`src/design/gspnh_pkg.sv`:
```
// Shared command, status and code definitions for the grid next-hop block.
package gspnh_pkg;

  // Result status codes
  localparam logic [1:0] ST_FOUND   = 2'd0;
  localparam logic [1:0] ST_SAME    = 2'd1;
  localparam logic [1:0] ST_UNREACH = 2'd2;

  // Configuration register indexes
  localparam logic REG_GRID_WIDTH  = 1'b0;
  localparam logic REG_GRID_HEIGHT = 1'b1;

  typedef struct packed {
    logic       latch;
    logic       edge_clr;
    logic       load_own;
    logic       load_mir;
    logic       node_clr;
    logic       q_init;
    logic       visit;
    logic       dir_clr;
    logic       relax_wr;
    logic       dir_inc;
    logic       scan_start;
    logic       scan_run;
    logic       adopt;
    logic       bt_init;
    logic       bt_rd;
    logic       bt_step;
    logic       res_load;
    logic [1:0] res_status;
  } cmd_t;

  typedef struct packed {
    logic clr_last;
    logic q_oob;
    logic q_same;
    logic dir_last;
    logic scan_done;
    logic found;
    logic bt_hit;
    logic bt_miss;
    logic out_free;
  } stat_t;

endpackage

```
`src/design/gspnh_ctrl.sv`:
```
// Sequencer for loads, clearing passes, Dijkstra steps and backtracking.
module gspnh_ctrl (
  input  logic              clk,
  input  logic              rst,
  input  logic              in_valid,
  input  logic              func,
  output logic              in_ready,
  output gspnh_pkg::cmd_t   cmd,
  input  gspnh_pkg::stat_t  stat
);

  typedef enum logic [12:0] {
    S_RSTCLR = 13'b0000000000001,
    S_IDLE   = 13'b0000000000010,
    S_LDOWN  = 13'b0000000000100,
    S_LDMIR  = 13'b0000000001000,
    S_QCHK   = 13'b0000000010000,
    S_CLR    = 13'b0000000100000,
    S_VISIT  = 13'b0000001000000,
    S_RRD    = 13'b0000010000000,
    S_RWR    = 13'b0000100000000,
    S_SCAN   = 13'b0001000000000,
    S_BTRD   = 13'b0010000000000,
    S_BTCHK  = 13'b0100000000000,
    S_RESULT = 13'b1000000000000
  } state_t;

  state_t     state, state_next;
  logic [1:0] res_code, res_code_next;

  assign in_ready = (state == S_IDLE);

  always_comb begin
    cmd           = '0;
    state_next    = state;
    res_code_next = res_code;
    cmd.res_status = res_code;
    unique case (state)
      S_RSTCLR: begin
        cmd.edge_clr = 1'b1;
        if (stat.clr_last) state_next = S_IDLE;
      end
      S_IDLE: begin
        if (in_valid) begin
          cmd.latch  = 1'b1;
          state_next = func ? S_QCHK : S_LDOWN;
        end
      end
      S_LDOWN: begin
        cmd.load_own = 1'b1;
        state_next   = S_LDMIR;
      end
      S_LDMIR: begin
        cmd.load_mir = 1'b1;
        state_next   = S_IDLE;
      end
      S_QCHK: begin
        if (stat.q_oob) begin
          res_code_next = gspnh_pkg::ST_UNREACH;
          state_next    = S_RESULT;
        end else if (stat.q_same) begin
          res_code_next = gspnh_pkg::ST_SAME;
          state_next    = S_RESULT;
        end else begin
          cmd.q_init = 1'b1;
          state_next = S_CLR;
        end
      end
      S_CLR: begin
        cmd.node_clr = 1'b1;
        if (stat.clr_last) state_next = S_VISIT;
      end
      S_VISIT: begin
        cmd.visit   = 1'b1;
        cmd.dir_clr = 1'b1;
        state_next  = S_RRD;
      end
      S_RRD: state_next = S_RWR;
      S_RWR: begin
        cmd.relax_wr = 1'b1;
        if (stat.dir_last) begin
          cmd.scan_start = 1'b1;
          state_next     = S_SCAN;
        end else begin
          cmd.dir_inc = 1'b1;
          state_next  = S_RRD;
        end
      end
      S_SCAN: begin
        cmd.scan_run = 1'b1;
        if (stat.scan_done) begin
          if (stat.found) begin
            cmd.adopt  = 1'b1;
            state_next = S_VISIT;
          end else begin
            cmd.bt_init = 1'b1;
            state_next  = S_BTRD;
          end
        end
      end
      S_BTRD: begin
        cmd.bt_rd  = 1'b1;
        state_next = S_BTCHK;
      end
      S_BTCHK: begin
        if (stat.bt_miss) begin
          res_code_next = gspnh_pkg::ST_UNREACH;
          state_next    = S_RESULT;
        end else if (stat.bt_hit) begin
          res_code_next = gspnh_pkg::ST_FOUND;
          state_next    = S_RESULT;
        end else begin
          cmd.bt_step = 1'b1;
          state_next  = S_BTRD;
        end
      end
      S_RESULT: begin
        if (stat.out_free) begin
          cmd.res_load = 1'b1;
          state_next   = S_IDLE;
        end
      end
      default: state_next = S_RSTCLR;
    endcase
  end

  always_ff @(posedge clk) begin
    if (rst) begin
      state    <= S_RSTCLR;
      res_code <= gspnh_pkg::ST_FOUND;
    end else begin
      state    <= state_next;
      res_code <= res_code_next;
    end
  end

  a_res_free: assert property (@(posedge clk) disable iff (rst)
    cmd.res_load |-> stat.out_free)
    else $error("result loaded while output register busy");

  a_query_chk: assert property (@(posedge clk) disable iff (rst)
    (in_valid && in_ready && func) |=> (state == S_QCHK))
    else $error("query transfer did not enter checking");

  a_scan_next: assert property (@(posedge clk) disable iff (rst)
    (state == S_SCAN && stat.scan_done && stat.found) |=> (state == S_VISIT))
    else $error("found cell not visited");

  a_load_done: assert property (@(posedge clk) disable iff (rst)
    (state == S_LDOWN) |=> (state == S_LDMIR))
    else $error("load skipped mirror phase");

endmodule

```
`config.mk`:
```
export PLATFORM = sky130hd
export DESIGN_NAME = gspnh_ctrl
export DESIGN_NICKNAME = d
export VERILOG_FILES = /design/src/design/gspnh_pkg.sv /design/src/design/gspnh_ctrl.sv
export SDC_FILE = /design/constraint.sdc
export NUM_CORES = 1
export LEC_CHECK = 0
export BUFFER_PORTS_ARGS = -buffer_cell sky130_fd_sc_hd__buf_4
export CAP_MARGIN = 20
export CORE_UTILIZATION = 45
export DETAILED_ROUTE_END_ITERATION = 10
export PLACE_DENSITY = 0.74
export SLEW_MARGIN = 20
export SYNTH_ARGS = -nofsm -noshare
export SYNTH_HDL_FRONTEND = slang
export SYNTH_SLANG_ARGS = --single-unit
export TNS_END_PERCENT = 30
```
`constraint.sdc`:
```
create_clock -name clk -period 2.15 [get_ports clk]
set_clock_uncertainty 0.15 [all_clocks]
set_input_delay 0.1075 -clock clk [delete_from_list [all_inputs] [get_ports clk]]
set_output_delay 0.1075 -clock clk [all_outputs]
set_load 0.02 [all_outputs]
```
==> results.toml <==
[synth]
syn_nets = 147
synth_edf_count = 0
synth-seq-cells = 15
netlist_area_sq_mm = 0.00106
synth-main-ff-cell = "dfxtp_1"
ys_warn_count = 0
ys_seq_area_frac = 0.284
netlist_instances = 134
yosysUniqueCellTypes = 41
async_reset_ff_frac = 0
avgSynthCellArea_sq_um = 7.89

[worst_setup_path]
r2r-start = "state[3]"
worstSetupPathType = "flip-flop to output port"
crit_fanout = 6
worst_setup_path_end_kind = "output port"
cp-start-kind = "flip-flop"
crit_start = "state[9]"
cp_data_required_time_ns = 1.89
crit_arrival_ns = 2.19

[placed_design]
gp_congestion = 0.842
dpl.cell_count = 203
pre_cts_ws_ns = -0.0512
dpl-instance-area_sq_mm = 0.00148
dp_hpwl_um = 2450
io_buffer_count = 32

[route]
final_antenna_net_count = 0
drtIter0Drc = 27
vias_per_cell = 5.70
firstDrtPassIters = 4
wire_per_inst_um = 15.3
totalWireLength_um = 3340
via_count = 1243
drc = 0

[sta]
fmax_mhz = 409
drv_slew = 0
layout_worst_path_cycle_share = 1.14
period_needed_ns = 2.44
rsz0062_at_grt = "yes"
slew_headroom = 0.692
fin_ws_ns = -0.295
hold_viol = 0
worst_pin_slew_ns = 0.457
finalSetupViolCount = 20

[floorplanning]
start_util = 0.478
die_h_um = 50.5
num_io_pins = 33
rows = 17
fp.dieArea_sq_mm = 0.00255
die_w_um = 50.5
core_area_sq_mm = 0.00221

[power_and_ir_drop]
pwr-share-seq = 0.301
switching_share = 0.377
p_switching_mw = 0.383
ir_drop_uv = 539
pwr-share-comb = 0.540
pwr-share-clk = 0.158
p_leak_nw = 0.774
intPower_mw = 0.634
power_density_mw_per_mm2 = 590

[clocking]
cts_tree = "done"
clkTransAtPathRegs_ns = 0.10
cts-htree-levels = 1
clkSinkCount = 15
cts_buffers = 3
ctsLongestPathBuffers = 2
root_buffer = "clkbuf_4"
insertion_delay_ns = 0.29

[status]
outcome = "complete, but fails checks"
violations = "setup timing"

[global_routing]
grt.total_usage = 0.281
grt_pass1_wl_um = 5310
gr-total-overflow = 0
antenna_found_initial = 0
met3_usage = 0.0576
grt_max_degree = 11
grtUsageMet2 = 0.491
grt_pass1_vias = 1175
top_usage_layer = "met2"
use_met1 = 0.327

[layout]
num_antenna_cells = 0
design_area_sq_mm = 0.00172
area_growth_pct = 63.0
drive_above_1_share = 0.505
final-instance-count-excl-fill = 218
final_core_util = 0.779
fin_nets = 204

[hold_path]
hold_path.class = "primary input to flip-flop"
hp-start = "stat[4]"

[job]
timing.max_cap.violations = 0
-- state kept, by name (all words and copies together), names as in the netlist --
register and count:
res_code 2, state 13
-- cell type report --
class / instances / area (sq um)
fillers: 156 / 489
clock buffers: 4 / 26.3
well taps: 28 / 35.0
inverters: 6 / 22.5
flip-flops and latches: 15 / 309
repair buffers: 66 / 536
multi-input cells: 99 / 795
-- layout by cell type (no fill, tap or decap), types with 4 or more instances in the layout --
| master | count |
|---|---|
| nor2_1 | 12 |
| xor2_1 | 5 |
| buf_4 | 54 |
| nor4_1 | 4 |
| inv_1 | 5 |
| dlygate4sd3_1 | 4 |
| o21ai_0 | 5 |
| nand2_1 | 6 |
| dfxtp_2 | 4 |
| nor3_1 | 6 |
| or4_4 | 5 |
| nor3b_1 | 6 |
| buf_6 | 8 |
| a21oi_1 | 4 |
| dfxtp_1 | 10 |
-- metrics by stage --
step / hold WS, ns / TNS [ns] / total power, mW
detailed placement: 0.134 / -0.263 / 0.794
global placement: 0.127 / -0.0421 / 0.780
floorplan: 0.0368 / -0.619 / 0.615
global route: 0.0452 / -3.88 / 1.07
CTS: 0.0345 / -2.49 / 0.997
finish: 0.0500 / -2.37 / 1.02
-- what timing repair did --
item	4_1_cts	5_1_grt
gates resized for setup	23	8
endpoints found under the hold margin	11	0
setup endpoints to repair	20	25
buffers inserted	5	2
pin swaps	4	5
hold buffers	4	0
-- cells in the mapped netlist (all sizes together), types with 2 or more instances --
cell | n | area [sq um]
dfxtp | 15 | 300
nor2 | 12 | 45.0
nor3 | 9 | 45.0
nor3b | 8 | 60.1
nor4 | 8 | 50.1
buf | 7 | 45.0
clkbuf | 7 | 26.3
inv | 6 | 22.5
nand2 | 6 | 22.5
and3 | 5 | 31.3
o21ai | 5 | 25.0
or4 | 5 | 45.0
xor2 | 5 | 43.8
a21oi | 4 | 20.0
nor2b | 3 | 18.8
o2111ai | 3 | 26.3
o211ai | 3 | 22.5
mux2i | 2 | 20.0
nand3 | 2 | 10.0
nor4b | 2 | 17.5
o21ba | 2 | 20.0
or2 | 2 | 12.5
-- worst max-delay path, cell delays in order, from the launching register on --
cell	delay (ns)
dfxtp_1	0.39
or2_2	0.38
or2_1	0.24
or4_4	0.45
nor3b_4	0.28
buf_6	0.16
-- final timing paths --
path	end	slack, ns	depth (start not counted)
worst max-delay path	cmd[12]	-0.29	5
worst min-delay path	state[9]	0.05	3
worst max register to register	res_code[0]	-0.09	5
worst min register to register	res_code[1]	0.35	2
-- cell families (layout without fill, tap and decap cells) --
kind of cell           Yosys count  count (layout)  synth area share
AND/OR/NAND/NOR                 69              69             0.387
AO/OA/AOI/OAI                   22              22             0.169
buffers and inverters           20              76            0.0887
flip-flops                      15              15             0.284
XOR/XNOR                         5               5            0.0414
multiplexers                     3               3            0.0296
-- power by group through the flow --
stage | combinational [mW] | sequential, mW | clock (mW)
after floorplan | 0.306 | 0.309 | 0
after global placement | 0.469 | 0.311 | 0
after detailed placement | 0.481 | 0.312 | 0
after CTS | 0.527 | 0.305 | 0.165
after global routing | 0.592 | 0.306 | 0.177
final | 0.549 | 0.306 | 0.161
-- layer usage --
layer	up-vias	routed length (um)	part of all wire
met3	6	132	0.040
met5	-	0	0
met4	0	69	0.021
li1	605	-	-
met1	587	1400	0.42
met2	45	1730	0.52
Note: power is estimated with default switching activity, not from simulation.
